<file path="src/rtl/jsm_pkg.sv">
package jsm_pkg;

	localparam int DATA_W     = 32;
	localparam int LEN_W      = 6;
	localparam int SCAN_WIDTH = 32;
	localparam int RESET_ONES = 5;
	localparam int IDX_W      = $clog2(DATA_W);
	localparam int TAP_W      = 4;

	typedef enum logic [1:0] {
		OP_TICK    = 2'd0,
		OP_RESET   = 2'd1,
		OP_IR_SCAN = 2'd2,
		OP_DR_SCAN = 2'd3
	} opcode_t;

	typedef enum logic [1:0] {
		PH_IDLE  = 2'd0,
		PH_RESET = 2'd1,
		PH_SCAN  = 2'd2
	} phase_t;

	typedef enum logic [TAP_W-1:0] {
		TAP_RESET     = 4'd0,
		TAP_IDLE      = 4'd1,
		TAP_SEL_DR    = 4'd2,
		TAP_CAP_DR    = 4'd3,
		TAP_SHIFT_DR  = 4'd4,
		TAP_EXIT1_DR  = 4'd5,
		TAP_PAUSE_DR  = 4'd6,
		TAP_EXIT2_DR  = 4'd7,
		TAP_UPDATE_DR = 4'd8,
		TAP_SEL_IR    = 4'd9,
		TAP_CAP_IR    = 4'd10,
		TAP_SHIFT_IR  = 4'd11,
		TAP_EXIT1_IR  = 4'd12,
		TAP_PAUSE_IR  = 4'd13,
		TAP_EXIT2_IR  = 4'd14,
		TAP_UPDATE_IR = 4'd15
	} tap_state_t;

	// IEEE 1149.1 TAP state transition on one TCK rising edge
	function automatic tap_state_t tap_next(input tap_state_t cur, input logic tms);
		tap_state_t nxt;
		nxt = TAP_RESET;
		unique case (cur)
			TAP_RESET:     nxt = tms ? TAP_RESET     : TAP_IDLE;
			TAP_IDLE:      nxt = tms ? TAP_SEL_DR    : TAP_IDLE;
			TAP_SEL_DR:    nxt = tms ? TAP_SEL_IR    : TAP_CAP_DR;
			TAP_CAP_DR:    nxt = tms ? TAP_EXIT1_DR  : TAP_SHIFT_DR;
			TAP_SHIFT_DR:  nxt = tms ? TAP_EXIT1_DR  : TAP_SHIFT_DR;
			TAP_EXIT1_DR:  nxt = tms ? TAP_UPDATE_DR : TAP_PAUSE_DR;
			TAP_PAUSE_DR:  nxt = tms ? TAP_EXIT2_DR  : TAP_PAUSE_DR;
			TAP_EXIT2_DR:  nxt = tms ? TAP_UPDATE_DR : TAP_SHIFT_DR;
			TAP_UPDATE_DR: nxt = tms ? TAP_SEL_DR    : TAP_IDLE;
			TAP_SEL_IR:    nxt = tms ? TAP_RESET     : TAP_CAP_IR;
			TAP_CAP_IR:    nxt = tms ? TAP_EXIT1_IR  : TAP_SHIFT_IR;
			TAP_SHIFT_IR:  nxt = tms ? TAP_EXIT1_IR  : TAP_SHIFT_IR;
			TAP_EXIT1_IR:  nxt = tms ? TAP_UPDATE_IR : TAP_PAUSE_IR;
			TAP_PAUSE_IR:  nxt = tms ? TAP_EXIT2_IR  : TAP_PAUSE_IR;
			TAP_EXIT2_IR:  nxt = tms ? TAP_UPDATE_IR : TAP_SHIFT_IR;
			TAP_UPDATE_IR: nxt = tms ? TAP_SEL_DR    : TAP_IDLE;
			default:       nxt = TAP_RESET;
		endcase
		return nxt;
	endfunction

endpackage

</file>
<file path="src/rtl/jsm_if.sv">
interface jsm_cmd_if;
	jsm_pkg::opcode_t                 opcode;
	logic [jsm_pkg::DATA_W-1:0]       scan_data;
	logic [jsm_pkg::LEN_W-1:0]        scan_length;
	logic                             tdo_bit;
	logic                             valid;
	logic                             ready;

	modport source (output opcode, scan_data, scan_length, tdo_bit, valid, input ready);
	modport sink   (input opcode, scan_data, scan_length, tdo_bit, valid, output ready);
endinterface

interface jsm_res_if;
	logic                             tms_out;
	logic                             tdi_out;
	logic                             clock_pulse;
	logic                             busy_res;
	logic                             done_res;
	logic [jsm_pkg::DATA_W-1:0]       read_data;
	logic                             rejected;
	logic [jsm_pkg::TAP_W-1:0]        tap_position;
	logic                             valid;
	logic                             ready;

	modport source (output tms_out, tdi_out, clock_pulse, busy_res, done_res, read_data,
		rejected, tap_position, valid, input ready);
	modport sink   (input tms_out, tdi_out, clock_pulse, busy_res, done_res, read_data,
		rejected, tap_position, valid, output ready);
endinterface

</file>
<file path="src/rtl/jtag_scan_master.sv">
// A word taken on cmd passes through the input register and then the result register before it is presented on res.
// Throughput: one word per cycle while res does not stall; the TAP bookkeeping and the one-bit shift are combinational.
// The input register refills while a finished result still waits, so stalls cost no bubbles.
// Reset (arst_n low): TAP tracked in Test-Logic-Reset, no sequence armed, both stages empty,
// shift and capture registers zero.
module jtag_scan_master (
	input logic      clk,
	input logic      arst_n,
	jsm_cmd_if.sink  cmd,
	jsm_res_if.source res
);
	import jsm_pkg::*;

	// input stage
	logic                valid_s1;
	opcode_t             op_s1;
	logic [DATA_W-1:0]   data_s1;
	logic [LEN_W-1:0]    len_s1;
	logic                tdo_s1;

	// sequencing state
	tap_state_t          tap_q;
	phase_t              phase_q;
	logic [LEN_W-1:0]    cnt_q;
	logic [DATA_W-1:0]   shift_q;
	logic [DATA_W-1:0]   cap_q;
	logic                is_ir_q;
	logic [LEN_W-1:0]    bits_q;

	// result register
	logic                res_valid_q;
	logic                tms_q, tdi_q, pulse_q, busy_q, done_q, rej_q;
	logic [DATA_W-1:0]   rdata_q;
	tap_state_t          pos_q;

	// next values
	tap_state_t          tap_d;
	phase_t              phase_d;
	logic [LEN_W-1:0]    cnt_d;
	logic [DATA_W-1:0]   shift_d;
	logic [DATA_W-1:0]   cap_d;
	logic                is_ir_d;
	logic [LEN_W-1:0]    bits_d;
	logic                tms, tdi, pulse, done, rej;
	logic [LEN_W-1:0]    len_clamp;
	logic [LEN_W-1:0]    cnt_inc;
	logic                advance;

	assign advance   = valid_s1 && (!res_valid_q || res.ready);
	assign cmd.ready = !valid_s1 || advance;
	assign cnt_inc   = cnt_q + LEN_W'(1);

	always_comb begin
		if (len_s1 == '0) begin
			len_clamp = LEN_W'(1);
		end else if (len_s1 > LEN_W'(SCAN_WIDTH)) begin
			len_clamp = LEN_W'(SCAN_WIDTH);
		end else begin
			len_clamp = len_s1;
		end
	end

	// TMS, TDI, pulse, done and reject for the current word
	always_comb begin
		tms   = 1'b0;
		tdi   = 1'b0;
		pulse = 1'b0;
		done  = 1'b0;
		rej   = 1'b0;
		if (op_s1 != OP_TICK) begin
			rej = (phase_q != PH_IDLE);
		end else if (phase_q == PH_RESET) begin
			pulse = 1'b1;
			if (cnt_q < LEN_W'(RESET_ONES)) begin
				tms = 1'b1;
			end else begin
				done = 1'b1;
			end
		end else if (phase_q == PH_SCAN) begin
			pulse = 1'b1;
			unique case (tap_q) inside
				TAP_RESET: tms = 1'b0;
				TAP_IDLE: tms = 1'b1;
				TAP_SEL_DR: tms = is_ir_q;
				TAP_SEL_IR, TAP_CAP_DR, TAP_CAP_IR: tms = 1'b0;
				TAP_SHIFT_DR, TAP_SHIFT_IR: begin
					tdi = shift_q[0];
					tms = (cnt_inc >= bits_q);
				end
				TAP_UPDATE_DR, TAP_UPDATE_IR: begin
					tms  = 1'b0;
					done = 1'b1;
				end
				TAP_EXIT1_DR, TAP_PAUSE_DR, TAP_EXIT2_DR,
				TAP_EXIT1_IR, TAP_PAUSE_IR, TAP_EXIT2_IR: tms = 1'b1;
				default: tms = 1'b1;
			endcase
		end
	end

	// next state of the sequencer and the TAP tracker
	always_comb begin
		tap_d   = tap_q;
		phase_d = phase_q;
		cnt_d   = cnt_q;
		shift_d = shift_q;
		cap_d   = cap_q;
		is_ir_d = is_ir_q;
		bits_d  = bits_q;
		if (op_s1 != OP_TICK) begin
			if (phase_q == PH_IDLE) begin
				cnt_d = '0;
				if (op_s1 == OP_RESET) begin
					phase_d = PH_RESET;
				end else begin
					phase_d = PH_SCAN;
					is_ir_d = (op_s1 == OP_IR_SCAN);
					bits_d  = len_clamp;
					shift_d = data_s1;
					cap_d   = '0;
				end
			end
		end else if (pulse) begin
			tap_d = tap_next(tap_q, tms);
			if (phase_q == PH_RESET && tms) begin
				cnt_d = cnt_inc;
			end
			if (phase_q == PH_SCAN && (tap_q == TAP_SHIFT_DR || tap_q == TAP_SHIFT_IR)) begin
				shift_d = shift_q >> 1;
				cap_d[cnt_q[IDX_W-1:0]] = cap_q[cnt_q[IDX_W-1:0]] | tdo_s1;
				cnt_d = cnt_inc;
			end
			if (done) begin
				phase_d = PH_IDLE;
				cnt_d   = '0;
			end
		end
	end

	always_ff @(posedge clk or negedge arst_n) begin
		if (!arst_n) begin
			valid_s1 <= 1'b0;
		end else if (cmd.valid && cmd.ready) begin
			valid_s1 <= 1'b1;
		end else if (advance) begin
			valid_s1 <= 1'b0;
		end
	end

	always_ff @(posedge clk) begin
		if (cmd.valid && cmd.ready) begin
			op_s1   <= cmd.opcode;
			data_s1 <= cmd.scan_data;
			len_s1  <= cmd.scan_length;
			tdo_s1  <= cmd.tdo_bit;
		end
	end

	always_ff @(posedge clk or negedge arst_n) begin
		if (!arst_n) begin
			tap_q   <= TAP_RESET;
			phase_q <= PH_IDLE;
			cnt_q   <= '0;
			shift_q <= '0;
			cap_q   <= '0;
			is_ir_q <= 1'b0;
			bits_q  <= '0;
		end else if (advance) begin
			tap_q   <= tap_d;
			phase_q <= phase_d;
			cnt_q   <= cnt_d;
			shift_q <= shift_d;
			cap_q   <= cap_d;
			is_ir_q <= is_ir_d;
			bits_q  <= bits_d;
		end
	end

	always_ff @(posedge clk or negedge arst_n) begin
		if (!arst_n) begin
			res_valid_q <= 1'b0;
		end else if (advance) begin
			res_valid_q <= 1'b1;
		end else if (res.ready) begin
			res_valid_q <= 1'b0;
		end
	end

	always_ff @(posedge clk) begin
		if (advance) begin
			tms_q   <= tms;
			tdi_q   <= tdi;
			pulse_q <= pulse;
			busy_q  <= (phase_d != PH_IDLE);
			done_q  <= done;
			rej_q   <= rej;
			rdata_q <= cap_d;
			pos_q   <= tap_d;
		end
	end

	assign res.valid        = res_valid_q;
	assign res.tms_out      = tms_q;
	assign res.tdi_out      = tdi_q;
	assign res.clock_pulse  = pulse_q;
	assign res.busy_res     = busy_q;
	assign res.done_res     = done_q;
	assign res.read_data    = rdata_q;
	assign res.rejected     = rej_q;
	assign res.tap_position = pos_q;

endmodule

</file>
<file path="src/flat_wrapper.sv">
// flat-port wrapper written by rule: the top's interface ports become plain ports
module jtag_scan_master_flat import jsm_pkg::*;
  (clk, arst_n, cmd_opcode, cmd_scan_data, cmd_scan_length, cmd_tdo_bit, cmd_valid, cmd_ready, res_tms_out, res_tdi_out, res_clock_pulse, res_busy_res, res_done_res, res_read_data, res_rejected, res_tap_position, res_valid, res_ready);
  jsm_cmd_if cmd_i ();
  jsm_res_if res_i ();
  input logic clk;
  input logic arst_n;
  input wire logic [$bits(cmd_i.opcode)-1:0] cmd_opcode;
  input wire logic [$bits(cmd_i.scan_data)-1:0] cmd_scan_data;
  input wire logic [$bits(cmd_i.scan_length)-1:0] cmd_scan_length;
  input wire logic [$bits(cmd_i.tdo_bit)-1:0] cmd_tdo_bit;
  input wire logic [$bits(cmd_i.valid)-1:0] cmd_valid;
  output wire logic [$bits(cmd_i.ready)-1:0] cmd_ready;
  output wire logic [$bits(res_i.tms_out)-1:0] res_tms_out;
  output wire logic [$bits(res_i.tdi_out)-1:0] res_tdi_out;
  output wire logic [$bits(res_i.clock_pulse)-1:0] res_clock_pulse;
  output wire logic [$bits(res_i.busy_res)-1:0] res_busy_res;
  output wire logic [$bits(res_i.done_res)-1:0] res_done_res;
  output wire logic [$bits(res_i.read_data)-1:0] res_read_data;
  output wire logic [$bits(res_i.rejected)-1:0] res_rejected;
  output wire logic [$bits(res_i.tap_position)-1:0] res_tap_position;
  output wire logic [$bits(res_i.valid)-1:0] res_valid;
  input wire logic [$bits(res_i.ready)-1:0] res_ready;
  assign cmd_i.opcode = cmd_opcode;
  assign cmd_i.scan_data = cmd_scan_data;
  assign cmd_i.scan_length = cmd_scan_length;
  assign cmd_i.tdo_bit = cmd_tdo_bit;
  assign cmd_i.valid = cmd_valid;
  assign cmd_ready = cmd_i.ready;
  assign res_tms_out = res_i.tms_out;
  assign res_tdi_out = res_i.tdi_out;
  assign res_clock_pulse = res_i.clock_pulse;
  assign res_busy_res = res_i.busy_res;
  assign res_done_res = res_i.done_res;
  assign res_read_data = res_i.read_data;
  assign res_rejected = res_i.rejected;
  assign res_tap_position = res_i.tap_position;
  assign res_valid = res_i.valid;
  assign res_i.ready = res_ready;
  jtag_scan_master u_core (.clk(clk), .arst_n(arst_n), .cmd(cmd_i), .res(res_i));
endmodule
</file>
<file path="config.mk">
export PLATFORM = sky130hd
export DESIGN_NAME = jtag_scan_master_flat
export DESIGN_NICKNAME = d
export VERILOG_FILES = /design/src/rtl/jsm_pkg.sv /design/src/rtl/jsm_if.sv /design/src/rtl/jtag_scan_master.sv /design/src/flat_wrapper.sv
export SDC_FILE = /design/constraint.sdc
export NUM_CORES = 1
export LEC_CHECK = 0
export BUFFER_PORTS_ARGS = -buffer_cell sky130_fd_sc_hd__buf_4
export CAP_MARGIN = 10
export CORE_MARGIN = 4
export CORE_UTILIZATION = 45
export DETAILED_ROUTE_END_ITERATION = 8
export GPL_TIMING_DRIVEN = 1
export PLACE_DENSITY_LB_ADDON = 0.2
export REMOVE_ABC_BUFFERS = 1
export SETUP_SLACK_MARGIN = 0.05
export SLEW_MARGIN = 20
export SYNTH_ARGS = -nofsm -noshare
export SYNTH_HDL_FRONTEND = slang
export SYNTH_SLANG_ARGS = --single-unit
</file>
<file path="constraint.sdc">
create_clock -name clk -period 4.05 [get_ports clk]
set_input_delay 0.81 -clock clk [delete_from_list [all_inputs] [get_ports clk]]
set_output_delay 0.81 -clock clk [all_outputs]
set_load 0.02 [all_outputs]
</file>
### After elaboration in Yosys (flattened, before gate mapping)

Index checks and enable logic that the tools add are counted.

| cells by class | value |
|---|---|
| add/subtract/negate cells | 1 |
| magnitude comparators | 5 |
| eq/ne operators | 21 |
| multiplexer cells | 60 |
| bitwise operators | 4 |
| reduce and logical (&&, ||, !) cells | 31 |

Operators with widths:

| operator | count |
|---|---|
| 32-bit two-way mux | 10 |
| 6-bit two-way mux | 8 |
| 4-bit case mux with 12 select lines | 1 |
| 32-bit bitwise mux | 1 |
| 4-bit equality test, second input constant | 8 |
| 4-bit two-way mux | 6 |
| 1-bit two-way mux | 21 |
| 4-bit by 3-bit equality test with 1-bit output, second input constant | 4 |
| 2-bit two-way mux | 8 |
| 2-bit nonzero test | 7 |
| 4-bit by 2-bit equality test with 1-bit output, second input constant | 2 |
| 4-bit AND reduction | 2 |
| 2-bit OR reduction | 4 |
| 6-bit by 1-bit adder with 6-bit output, second input constant | 1 |
| 6-bit greater-or-equal comparator | 1 |
| 6-bit greater-than comparator, second input constant | 1 |
| 6-bit logical NOT | 1 |
| 5-bit by 6-bit < comparator with 1-bit output, second input constant | 1 |
| 6-bit by 3-bit < comparator with 1-bit output, second input constant | 1 |
| 3-bit two-way mux | 2 |
| 6-bit OR reduction | 1 |
| 1-bit binary-select mux with 5-bit select | 1 |
| 1-bit demux with 5-bit select | 1 |
| 5-bit by 1-bit greater-or-equal comparator with 1-bit output, second input constant | 1 |
| 16 further kinds | 28 |

| word-level totals | value |
|---|---|
| register bits after elaboration | 168 |
| input port bits | 45 |

### Longest topological paths before layout

Gate-level depths: netlist of run 1.

| logic depth | value |
|---|---|
| depth after elaboration | 12 |
| depth in mapped cells | 13 |
| gate-level depth less buffers | 11 |

### Worst setup path after synthesis of run 1

No wires, ideal clock.

| timing path | value |
|---|---|
| kind | in2reg |
| start | in res_ready |
| end | reg u_core.cnt_q[3] |
| library setup time | 0.136 ns |
| data arrival time | 2.949 ns |
| required time | 3.914 ns |
| setup slack | 0.966 ns |
| cell stages on the path | 7 |
| path buffers | 1 |
| path through | nand2b_1 nand2_1 clkinv_1 clkbuf_1 nand2_1 o21ai_0 o31ai_1 |

| between the ends | value |
|---|---|
| longest elaborated chain between the ends | 3 |

RTL lines:

| element | line | text |
|---|---|---|
| start, declared | flat_wrapper.sv:23 | `input wire logic [$bits(res_i.ready)-1:0] res_ready;` |
| 1-bit logical OR | jtag_scan_master.sv:49 | `assign advance = valid_s1 && (!res_valid_q \|\| res.ready);` |
| 1-bit logical AND | jtag_scan_master.sv:49 |  |
| via u_core.advance | jtag_scan_master.sv:47 | `logic advance;` |
| 4-bit AND reduction (no source line) | n/a |  |
| end signal, assigned | jtag_scan_master.sv:171 | `cnt_q <= cnt_d;` |
| end, declared | jtag_scan_master.sv:24 | `logic [LEN_W-1:0] cnt_q;` |

The timed path passes the listed nets, and every way through them passes these cells.
A chain may end at the register's enable or synchronous reset.

### Worst setup path after layout of run 1

| timing path | value |
|---|---|
| start | reg u_core.cnt_q[2] |
| end | reg u_core.pos_q[3], in the netlist u_core.res.tap_position[3] (data pin) |

| between the ends | value |
|---|---|
| longest elaborated chain between the ends | 10 |
| elaborated cells on any way between the ends | 15 |

RTL lines:

| element | line | text |
|---|---|---|
| 6-bit by 1-bit adder with 6-bit output | jtag_scan_master.sv:51 | `assign cnt_inc = cnt_q + LEN_W'(1);` |
| 6-bit greater-or-equal comparator | jtag_scan_master.sv:88 | `tms = (cnt_inc >= bits_q);` |
| 1-bit case mux with 3 select lines | jtag_scan_master.sv:81 | `unique case (tap_q) inside` |
| 1-bit two-way mux | jtag_scan_master.sv:79 | `end else if (phase_q == PH_SCAN) begin` |
| 1-bit two-way mux (*) | jtag_scan_master.sv:72 | `end else if (phase_q == PH_RESET) begin` |
| 1-bit two-way mux (*) | jtag_scan_master.sv:70 | `if (op_s1 != OP_TICK) begin` |
| 4-bit two-way mux, on equally long branches | n/a |  |
| 4-bit case mux with 12 select lines (*) | jsm_pkg.sv:46 | `unique case (cur)` |
| 4-bit two-way mux (*) | jtag_scan_master.sv:123 | `end else if (pulse) begin` |
| 4-bit two-way mux (*) | jtag_scan_master.sv:110 | `if (op_s1 != OP_TICK) begin` |
| via u_core.tap_d[3] | jtag_scan_master.sv:37 | `tap_state_t tap_d;` |
| end signal, assigned | jtag_scan_master.sv:198 | `pos_q <= tap_d;` |
| end, declared | jtag_scan_master.sv:34 | `tap_state_t pos_q;` |

Mark *: on every way through the listed nets, which the timed path passes. The rest lies on a longest branch.

==> results.md, run 1 <==
* Crit Path Class: reg -> reg
* Commonest cells post-synth: o21ai_0 (111), nand2_1 (100), dfrtp_1 (85), edfxtp_1 (83), nor2_1 (60)
* Most used DFF post-synth: dfrtp_1
* Setup TNS at 0 ps
* Synth Area per Inst at 10.6 um^2
* Total gr overflow at 0
* Vias after detailed routing at 6,529
* Share of post-route cells with drive strength above 1 at 18.1%
* Sequential fraction of the synthesis area at 55.4%
* Met1 Use GR at 28.3%
* Final Setup Violations at 0
* Clk_skew at 11.1 ps
* Crit path capture type: flip-flop
* Pleak at 0.00396 uW
* Clock Path Buffers at 2
* Slew @ Worst Pin at 1160 ps
* Worst Path Required at 4210 ps
* Clock-pin slew on the worst setup and hold paths at 70 ps
* Buf/Inv on CP at 1
* # nets final at 929
* Post-CTS Setup Inserts at 0
* Critical path, cell by cell: nand3_1 > nor2_1 > xnor2_1 > ha_1 > nand4_1 > o21ai_0 > a22oi_1 > buf_4 > a2111oi_0 > nor3_1
* Drt drc at 0
* Vias in the first global route at 6,491
* Via/cell ratio at 5.87
* R2R Setup Slk at 770 ps
* Fill cells at 1,579
* Routed WL per cell at 18.8 um
* Syn Inst Count at 787
* Resized cells post-CTS at 0
* Root buffer cell: clkbuf_16
* FF-to-FF Start: u_core.cnt_q[2]
* DRT Wirelength at 20.9 mm
* VDD IR max at 0.000278 V
* Post-synth EDFFs at 83
* Netlist cell types at 70
* Critical-path top delay cell: dfrtp_1
* H-tree levels at 4
* GRT Util Overall at 20.7%
* Fin. Hold Viols at 0
* DRT Pass-1 Iters at 5
* Yosys top cell by area: edfxtp_1
* CP max FO at 18
* Max-cap violation count at 0
* Clock Latency Late Sink at 420 ps
* CTS tree: done
* Yosys warning count at 0
* Met3 Use GR at 4.17%
* Fraction of registers with async set/reset at 50.6%
* R2r worst-path depth at 10
* I/O Pins at 89
* CP peak stage delay at 680 ps
* Hold Path Class: in -> async
* #FFs+latches synth at 168
* Worst R2R End: u_core.res.tap_position[3]
* Met2 GRT Util at 33.2%
* Gpl congestion at 0.940
* Die area at 20,800 um^2
* Largest net degree at the start of global routing at 44
* Type of origin of the critical path: flip-flop
* Die X at 144 um
* Starting Density at 46.1%
* Area growth, synth to finish at 17.4%
* First-pass GRT wire length at 34.0 mm
* Core area at 18,100 um^2
* CP arrival at 3450 ps
* GR peak layer: met2
* Antenna violations before repair at 0
* Starting DRC count in detailed routing at 701
* Top-area cell type share of the netlist area at 29.9%
* Antenna Nets Post-Route at 0
* Post-DP HPWL at 14.6 mm
* Num CTS Buffers at 17
* RSZ-0062 raised after global routing: no
* Dominant cells by area after synthesis: edfxtp_1 (30%), dfrtp_1 (25%), o21ai_0 (6.7%), nand2_1 (4.5%), mux2i_1 (4.1%)
* Site row count at 49
* Synth Cell Area at 8340 um^2
* Util after Layout at 54.2%
* Top-count cell post-synth: o21ai_0
* Max Slew Vio Count at 0
* Status: finished, final reports clean
* Final Power at 4600 uW
* # diodes at 0
* Peak Freq at 0.305 GHz
* Hold_buf cts at 0
* Power Density at 469 nW/um^2
* Clock sink count at 168
* Die height at 144 um
* Final Critical Period at 3280 ps
* Crit-path leading delay family: compound AO/OA/AOI/OAI gates
* Port-buffer cells at 88
* Slew margin rel. at 22.7%
* Crit share post-route at 81.1%
placed cells by master (no fill, tap or decap), types with 3 or more instances in the layout:
cell type / count
a211o_1: 3
a21oi_1: 31
a22o_1: 18
a22oi_1: 6
a311oi_1: 3
a31oi_1: 7
a32oi_1: 5
and3_1: 6
buf_4: 111
clkbuf_1: 3
clkbuf_16: 17
clkinv_1: 3
clkinvlp_4: 4
dfrtp_1: 85
edfxtp_1: 83
ha_1: 14
inv_1: 24
inv_6: 3
mux2i_1: 34
mux4_1: 4
mux4_2: 4
nand2_1: 100
nand2b_1: 8
nand3_1: 27
nand4_1: 5
nor2_1: 60
nor2b_1: 3
nor3_1: 9
nor4_1: 4
o211ai_1: 7
o21ai_0: 111
o21ai_1: 3
o2bb2ai_1: 3
o31ai_1: 14
o32ai_1: 4
or3_1: 3
xnor2_1: 3
routing by layer:
metal  vias up  part of all wire [%]
met2       260                    47
met5         -                     0
met4         0                   2.3
li1       3086                     -
met1      3149                    44
met3        34                   6.8
cell families (layout without fill, tap and decap cells):
group | after synthesis | after routing | share of synthesized area (%)
AO/OA/AOI/OAI | 244 | 244 | 18.5
XOR/XNOR | 4 | 4 | 0.420
adder cells (fa/ha/maj) | 14 | 14 | 2.10
buffers and inverters | 72 | 168 | 3.52
flip-flops | 168 | 168 | 55.4
multiplexers | 44 | 44 | 6.69
AND/OR/NAND/NOR | 241 | 241 | 13.4
cell type report:
cell class,instances,area [um^2],area share [%]
inverters,25,93.8,0.958
multi-input cells,547,3450,35.2
clock buffers,20,437,4.46
flip-flops and latches,168,4620,47.1
well taps,229,287,2.92
clock inverters,12,77.6,0.792
repair buffers,111,833,8.50
flip-flops by register name (all words and copies together) (netlist names), 2 cells and up:
name and cells:
u_core.tap_q 4, u_core.bits_q 6, u_core.cnt_q 6, u_core.res.tap_position 4, u_core.phase_q 2, u_core.op_s1 2, u_core.shift_q 32, u_core.data_s1 32
u_core.res.read_data 32, u_core.cap_q 32, u_core.len_s1 6
through the flow:
| stage | area (um^2) | worst slack, ps | hold slack [ps] | instances |
|---|---|---|---|---|
| after global routing | 9800 | 532 | 403 | 1112 |
| final | 9800 | 766 | 380 | 1112 |
| after floorplan | 8140 | -191 | 442 | 740 |
| after detailed placement | 9290 | 820 | 474 | 1080 |
| after global placement | 9280 | 872 | 458 | 1080 |
| after CTS | 9800 | 807 | 388 | 1112 |
worst register-to-register path: cells and delay by family, from the launching register on:
kind	cells	cell delay [ps]
xor gates and xnor gates	1	110
and+or+nand+nor	4	610
buffers and inverters	1	240
adders and majority gates	1	310
DFF	1	680
AOI/OAI and AO/OA	3	1090
worst max-delay path by stage:
stage / from / end / slack [ps] / cells past startpoint
final: u_core.cnt_q[2] / u_core.res.tap_position[3] / 770 / 10
after global routing: u_core.cnt_q[2] / u_core.res.tap_position[3] / 530 / 10
after CTS: u_core.cnt_q[2] / u_core.res.tap_position[3] / 810 / 10
after detailed placement: u_core.cnt_q[2] / u_core.res.tap_position[3] / 820 / 10
after global placement: u_core.cnt_q[0] / u_core.res.tap_position[3] / 870 / 10
after floorplan: u_core.op_s1[1] / u_core.shift_q[31] / -190 / 5
report_power, final:
part / internal [uW] / switching [uW] / total, uW
clock: 781 / 665 / 1450
sequential: 2070 / 146 / 2210
combinational: 354 / 585 / 939
total: 3200 / 1400 / 4600
Note: power is estimated with default switching activity, not from simulation.
==> run 2: changes to the inputs <==
Clock period 4.05 ns to 3.2 ns, I/O delays scaled along.
==> run 2 against run 1 <==
Non-clock buffer count grew 21; worst hold slack lost 180 ps; routed wire length grew 1.4%; sequential share of layout area shrank 1.2 points; critical path depth shrank 3; clock power grew 41%; critical path type unchanged.
==> results.md, run 2 (synthesis results as in run 1) <==
* First-pass GRT wire length at 34.3 mm (+0.93%)
* Share of post-route cells with drive strength above 1 at 20.5% (+2.3 points)
* DRT Wirelength at 21.1 mm (+1.4%)
* Worst Path Required at 3490 ps (-720 ps)
* Port-buffer cells at 88 (unchanged)
* Starting DRC count in detailed routing at 644 (-8.1%)
* Clock-pin slew on the worst setup and hold paths at 70 ps (about the same)
* Switching share of power at 29.8% (-0.58 points)
* Vias in the first global route at 6,658 (+2.6%)
* Fill cells at 1,520 (-3.7%)
* Final Critical Period at 2890 ps (-392 ps)
* Post-CTS Setup Inserts at 0 (unchanged)
* Drt drc at 0 (unchanged)
* Fin. Hold Viols at 0 (unchanged)
* # nets final at 950 (+2.3%)
* P_int at 4280 uW (+34%)
* Final Setup Violations at 0 (unchanged)
* Crit path capture: u_core.cap_q[26]
* Antenna violations before repair at 0 (unchanged)
* Area growth, synth to finish at 20.5%
* Final Power at 6100 uW (+33%)
* Power Density at 607 nW/um^2 (+29%)
* Peak Freq at 0.346 GHz (+14%)
* Core area at 18,100 um^2 (unchanged)
* Pleak at 0.00411 uW (+3.9%)
* Commonest non-fill, non-tap cell in the layout: buf_4
* Status: finished, final reports clean
* Util after Layout at 55.6% (+1.4 points)
* R2r worst-path depth at 7 (-3)
* Clock Path Buffers at 2 (unchanged)
* Area after DPL at 9450 um^2 (+1.8%)
* Max Slew Vio Count at 0 (unchanged)
* Die X at 144 um (unchanged)
* Via/cell ratio at 5.89 (+0.37%)
* Antenna Nets Post-Route at 0 (unchanged)
* Post-DP HPWL at 14.9 mm (+1.7%)
* GRT Util Overall at 21.0% (+0.28 points)
* Clock Latency Late Sink at 420 ps (about the same)
* Clk_skew at 8.44 ps (-2.64 ps)
* Hold Path Class: in -> async
* Crit path capture type: flip-flop
* Slew margin rel. at 25.4% (+2.8 points)
* Routed WL per cell at 18.7 um (-0.52%)
* Die height at 144 um (unchanged)
* VDD IR max at 0.000380 V (+37%)
* Hold_buf cts at 0 (unchanged)
* Starting Density at 46.1% (unchanged)
* Root buffer cell: clkbuf_16
* FF-to-FF Start: u_core.cnt_q[0]
* Setup TNS at 0 ps (unchanged)
* Type of origin of the critical path: flip-flop
* DRT Pass-1 Iters at 5 (unchanged)
* Switching power at 1820 uW (+30%)
* CTS tree: done
* Worst Setup SP: u_core.cnt_q[0]
* Design Area, Final at 10,100 um^2 (+2.6%)
* R2R Setup Slk at 310 ps (-460 ps)
* Num CTS Buffers at 17 (unchanged)
* Slew @ Worst Pin at 1110 ps (-45.6 ps)
* Clock sink count at 168 (unchanged)
* Worst setup margin at 308 ps (-458 ps)
* Total gr overflow at 0 (unchanged)
* CP max FO at 11 (-7)
* Crit Path Class: reg -> reg
* Sequential Power Share at 46.1% (-2.1 points)
* Die area at 20,800 um^2 (unchanged)
* Worst slack, placed at 221 ps (-599 ps)
* Worst R2R End: u_core.cap_q[26]
* RSZ-0062 raised after global routing: no
* # diodes at 0 (unchanged)
* Vias after detailed routing at 6,677 (+2.3%)
* CP arrival at 3190 ps (-260 ps)
* Largest net degree at the start of global routing at 64 (+45%)
* Most frequent cells in the layout: buf_4 (131), o21ai_0 (110), nand2_1 (100)
* Gpl congestion at 0.992 (+5.6%)
* Crit share post-route at 90.4% (+9.3 points)
* Max-cap violation count at 0 (unchanged)
* Power share of the clock group at 33.7% (+2.3 points)
* Resized cells post-CTS at 0 (unchanged)
* I/O Pins at 89 (unchanged)
* H-tree levels at 4 (unchanged)
* Site row count at 49 (unchanged)
* Gate power share at 20.2% (-0.2 points)
-- run 2: routing by layer --
metal  part of all wire [%]  vias up  track usage [%]
li1                       -     3125                -
met1                     44     3212             28.6
met2                     47      284             33.2
met3                    6.2       56             3.87
met4                    2.8        0             8.69
met5                      0        -                0
-- run 2: worst min path at each step --
stage                             end  depth (start not counted)         startpoint  slack (ps)
finish              u_core.shift_q[5]                          1             arst_n         200
global placement    u_core.shift_q[0]                          2  u_core.shift_q[0]         450
floorplan            u_core.bits_q[0]                          0             arst_n         340
detailed placement  u_core.shift_q[0]                          2  u_core.shift_q[0]         460
CTS                 u_core.shift_q[5]                          1             arst_n         210
global route        u_core.shift_q[5]                          1             arst_n         240
-- run 2: through the flow --
step           hold slack, ps  std cells
3_5_place_dp              464       1101
6_report                  197       1133
3_3_place_gp              454       1101
5_1_grt                   240       1133
2_1_floorplan             344        740
4_1_cts                   211       1133
-- run 2: layout make-up --
cell class                 instances  area [um^2]  share of cell area, %
clock buffer                      19          443                   4.41
clock inverter                    13          144                   1.43
inverter                          25         93.8                  0.934
multi-input combinational        547         3460                   34.4
sequential                       168         4620                   46.0
tap                              229          287                   2.85
timing repair buffer             132         1000                   9.98
-- run 2: power groups by stage --
stage,logic [uW],clock network (uW),registers (uW)
final,1230,2050,2810
after global routing,1370,2190,2850
after CTS,1210,2100,2810
after detailed placement,1210,0,2850
after global placement,1170,0,2840
after floorplan,686,0,2890
-- run 2: worst max-delay path: stages, from the launching register on --
cell and delay [ps]:
dfrtp_1 410, buf_4 220, mux4_1 580, a22o_1 310, nor3_4 390, a31oi_1 480
o21ai_0 290, o31ai_1 100
==> run 3: changes to the inputs <==
Settings changed: ABC_AREA set to 1.
==> run 3 against run 2 <==
Setup slack improved by 54 ps; maximum frequency increased by 1.9%; synthesized area decreased by 5.7%; clock-buffer cell count unchanged; utilization decreased by 1.0 points; synthesized cell count increased by 10%; largest power group unchanged; highest routed layer unchanged.
==> results.md, run 3 <==
* Status: finished, final reports clean
* RSZ-0062 raised after global routing: no
* Design Area, Final at 9400 um^2 (-6.4%)
* Core area at 17,200 um^2 (-4.7%)
* I/O Pins at 89 (unchanged)
* Type of origin of the critical path: flip-flop
* Top-area cell type share of the netlist area at 31.7% (+1.8 points)
* Fraction of registers with async set/reset at 50.6% (unchanged)
* CP max FO at 12 (+1)
* Total gr overflow at 0 (unchanged)
* Root buffer cell: clkbuf_16
* Clk_skew at 9.02 ps (+0.580 ps)
* Crit path capture type: flip-flop
* Peak Freq at 0.352 GHz (+1.9%)
* Most used DFF post-synth: dfrtp_1
* Sequential fraction of the synthesis area at 58.7% (+3.4 points)
* Fill cells at 1,608 (+5.8%)
* Commonest cells post-synth: nand2_1 (223), dfrtp_1 (85), o21ai_0 (84), edfxtp_1 (83), inv_1 (75)
* Power Density at 719 nW/um^2 (+19%)
* #FFs+latches synth at 168 (unchanged)
* Post-DP HPWL at 10.8 mm (-27%)
* DRT Wirelength at 16.2 mm (-23%)
* Dominant cells by area after synthesis: edfxtp_1 (32%), dfrtp_1 (27%), nand2_1 (11%), o21ai_0 (5.3%), inv_1 (3.6%)
* Slew margin rel. at 47.6% (+22 points)
* Vias in the first global route at 5,593 (-16%)
* VDD IR max at 0.000412 V (+8.6%)
* Synth Area per Inst at 9.07 um^2 (-14%)
* Syn Inst Count at 867 (+10%)
* Post-CTS Setup Inserts at 0 (unchanged)
* Vias after detailed routing at 5,947 (-11%)
* Fin. Hold Viols at 0 (unchanged)
* # diodes at 0 (unchanged)
* DRT Pass-1 Iters at 5 (unchanged)
* Hold_buf cts at 0 (unchanged)
* Hold Path Class: in -> async
* H-tree levels at 4 (unchanged)
* Die height at 140 um (-2.8%)
* First-pass GRT wire length at 27.8 mm (-19%)
* Area growth, synth to finish at 19.6%
* Die area at 19,700 um^2 (-5.4%)
* Num CTS Buffers at 17 (unchanged)
* Via/cell ratio at 5.01 (-15%)
* Final Setup Violations at 0 (unchanged)
* Final Critical Period at 2840 ps (-53.7 ps)
* Synth Cell Area at 7870 um^2 (-5.7%)
* Yosys warning count at 0 (unchanged)
* Starting Density at 45.6% (-0.51 points)
* Worst Path Required at 3370 ps (-120 ps)
* Site row count at 48 (-2.0%)
* Netlist cell types at 37 (-47%)
* Pleak at 0.00398 uW (-3.4%)
* Share of post-route cells with drive strength above 1 at 16.0% (-4.5 points)
* Resized cells post-CTS at 0 (unchanged)
* Starting DRC count in detailed routing at 427 (-34%)
* Gpl congestion at 0.894 (-9.9%)
* Port-buffer cells at 88 (unchanged)
* Crit share post-route at 88.7% (-1.7 points)
* Area of the multi-input gates at 2740 um^2 (-21%)
* Drt drc at 0 (unchanged)
* Max-cap violation count at 0 (unchanged)
* Area after DPL at 8760 um^2 (-7.3%)
* GRT Util Overall at 17.2% (-3.8 points)
* Clock-pin slew on the worst setup and hold paths at 60 ps (about the same)
* Clock sink count at 168 (unchanged)
* Most frequent cells in the layout: nand2_1 (222), buf_4 (101), dfrtp_1 (85)
* Antenna Nets Post-Route at 0 (unchanged)
* Yosys top cell by area: edfxtp_1
* Post-synth EDFFs at 83 (unchanged)
* CP arrival at 3010 ps (-180 ps)
* Slew @ Worst Pin at 785 ps (-328 ps)
* Routed WL per cell at 13.6 um (-27%)
* Hold_ws at 214 ps (+17.2 ps)
* Sequential cell area at 4620 um^2 (unchanged)
* Clock Latency Late Sink at 420 ps (about the same)
* Die X at 140 um (-2.8%)
* Largest net degree at the start of global routing at 74 (+16%)
* Antenna violations before repair at 0 (unchanged)
* CTS tree: done
* Clock Path Buffers at 2 (unchanged)
* # nets final at 1,008 (+6.1%)
* Commonest non-fill, non-tap cell in the layout: nand2_1
* Top-count cell post-synth: nand2_1
* Max Slew Vio Count at 0 (unchanged)
* Crit Path Class: reg -> reg
run 3: cell count changes after synthesis, moves of 26 or more:
cell and delta:
o21ai_0 -27, o21ai_1 +42, mux2i_1 -34, inv_1 +51, a31oi_1 +26, nand2_1 +123
run 3: worst max-delay path, cell delays in order (launching register included):
cell and delay [ps]:
dfrtp_1 600, ha_1 280, nand2_1 100, o211ai_1 190, inv_1 80, ha_1 270
nand2_1 80, inv_1 50, a21oi_1 130, nand2_1 70, nand2_1 50, nand2_1 40
nand2_1 60, nand2_2 90, nand2_1 180, nand2_1 80, nand2_1 60, nand2_1 50
nand2_1 50, nand2_1 60
run 3: power breakdown:
group	total (uW)	internal (uW)	switching, uW
registers	2940	2700	240
clock network	2220	1400	823
logic	1590	586	1010
total	6760	4690	2070
run 3: cell type report:
cell class                 count  area share [%]
clock inverter                13            2.13
sequential                   168            49.1
inverter                      84            3.37
tap                          225            2.99
timing repair buffer         103            8.49
multi-input combinational    575            29.2
clock buffer                  19            4.71
run 3: final timing paths:
path / startpoint / to / slack [ps] / cells past startpoint
max: u_core.cnt_q[1] / u_core.res.tap_position[1] / 360 / 19
min reg2reg: u_core.len_s1[4] / u_core.bits_q[4] / 490 / 2
max in group asynchronous: arst_n / u_core.shift_q[4] / 2240 / 2
min in group clk: cmd_scan_data[16] / u_core.data_s1[16] / 390 / 1
max reg2reg: u_core.cnt_q[1] / u_core.res.tap_position[1] / 360 / 19
min: arst_n / u_core.cap_q[28] / 210 / 1
run 3: metrics by stage:
| stage | power [uW] | util (%) | setup TNS [ps] | cells | setup WS (ps) |
|---|---|---|---|---|---|
| after floorplan | 4010 | - | -47110 | 827 | -827 |
| after global placement | 4550 | 50.8 | 0 | 1155 | 470 |
| after detailed placement | 4580 | 50.8 | 0 | 1155 | 398 |
| after CTS | 6830 | 54.6 | 0 | 1187 | 372 |
| after global routing | 7200 | 54.6 | 0 | 1187 | 95.8 |
| final | 6760 | 54.6 | 0 | 1187 | 362 |
run 3: logic make-up (layout without fill, tap and decap cells):
logic type	after synthesis	in the layout	share of synthesized area, %
fa+ha+maj	14	14	2.23
xor+xnor	2	2	0.223
compound gates	228	228	15.6
flops	168	168	58.7
simple gates	331	331	16.8
buf+inv	124	219	6.41
run 3: metal layers:
| metal | global-route usage [%] | up-vias | share of wire (%) |
|---|---|---|---|
| met4 | 4.54 | 0 | 1.2 |
| met2 | 27.5 | 126 | 47 |
| met3 | 3.52 | 16 | 4.6 |
| met5 | 0 | - | 0 |
| met1 | 24.1 | 2729 | 47 |
| li1 | - | 3076 | - |
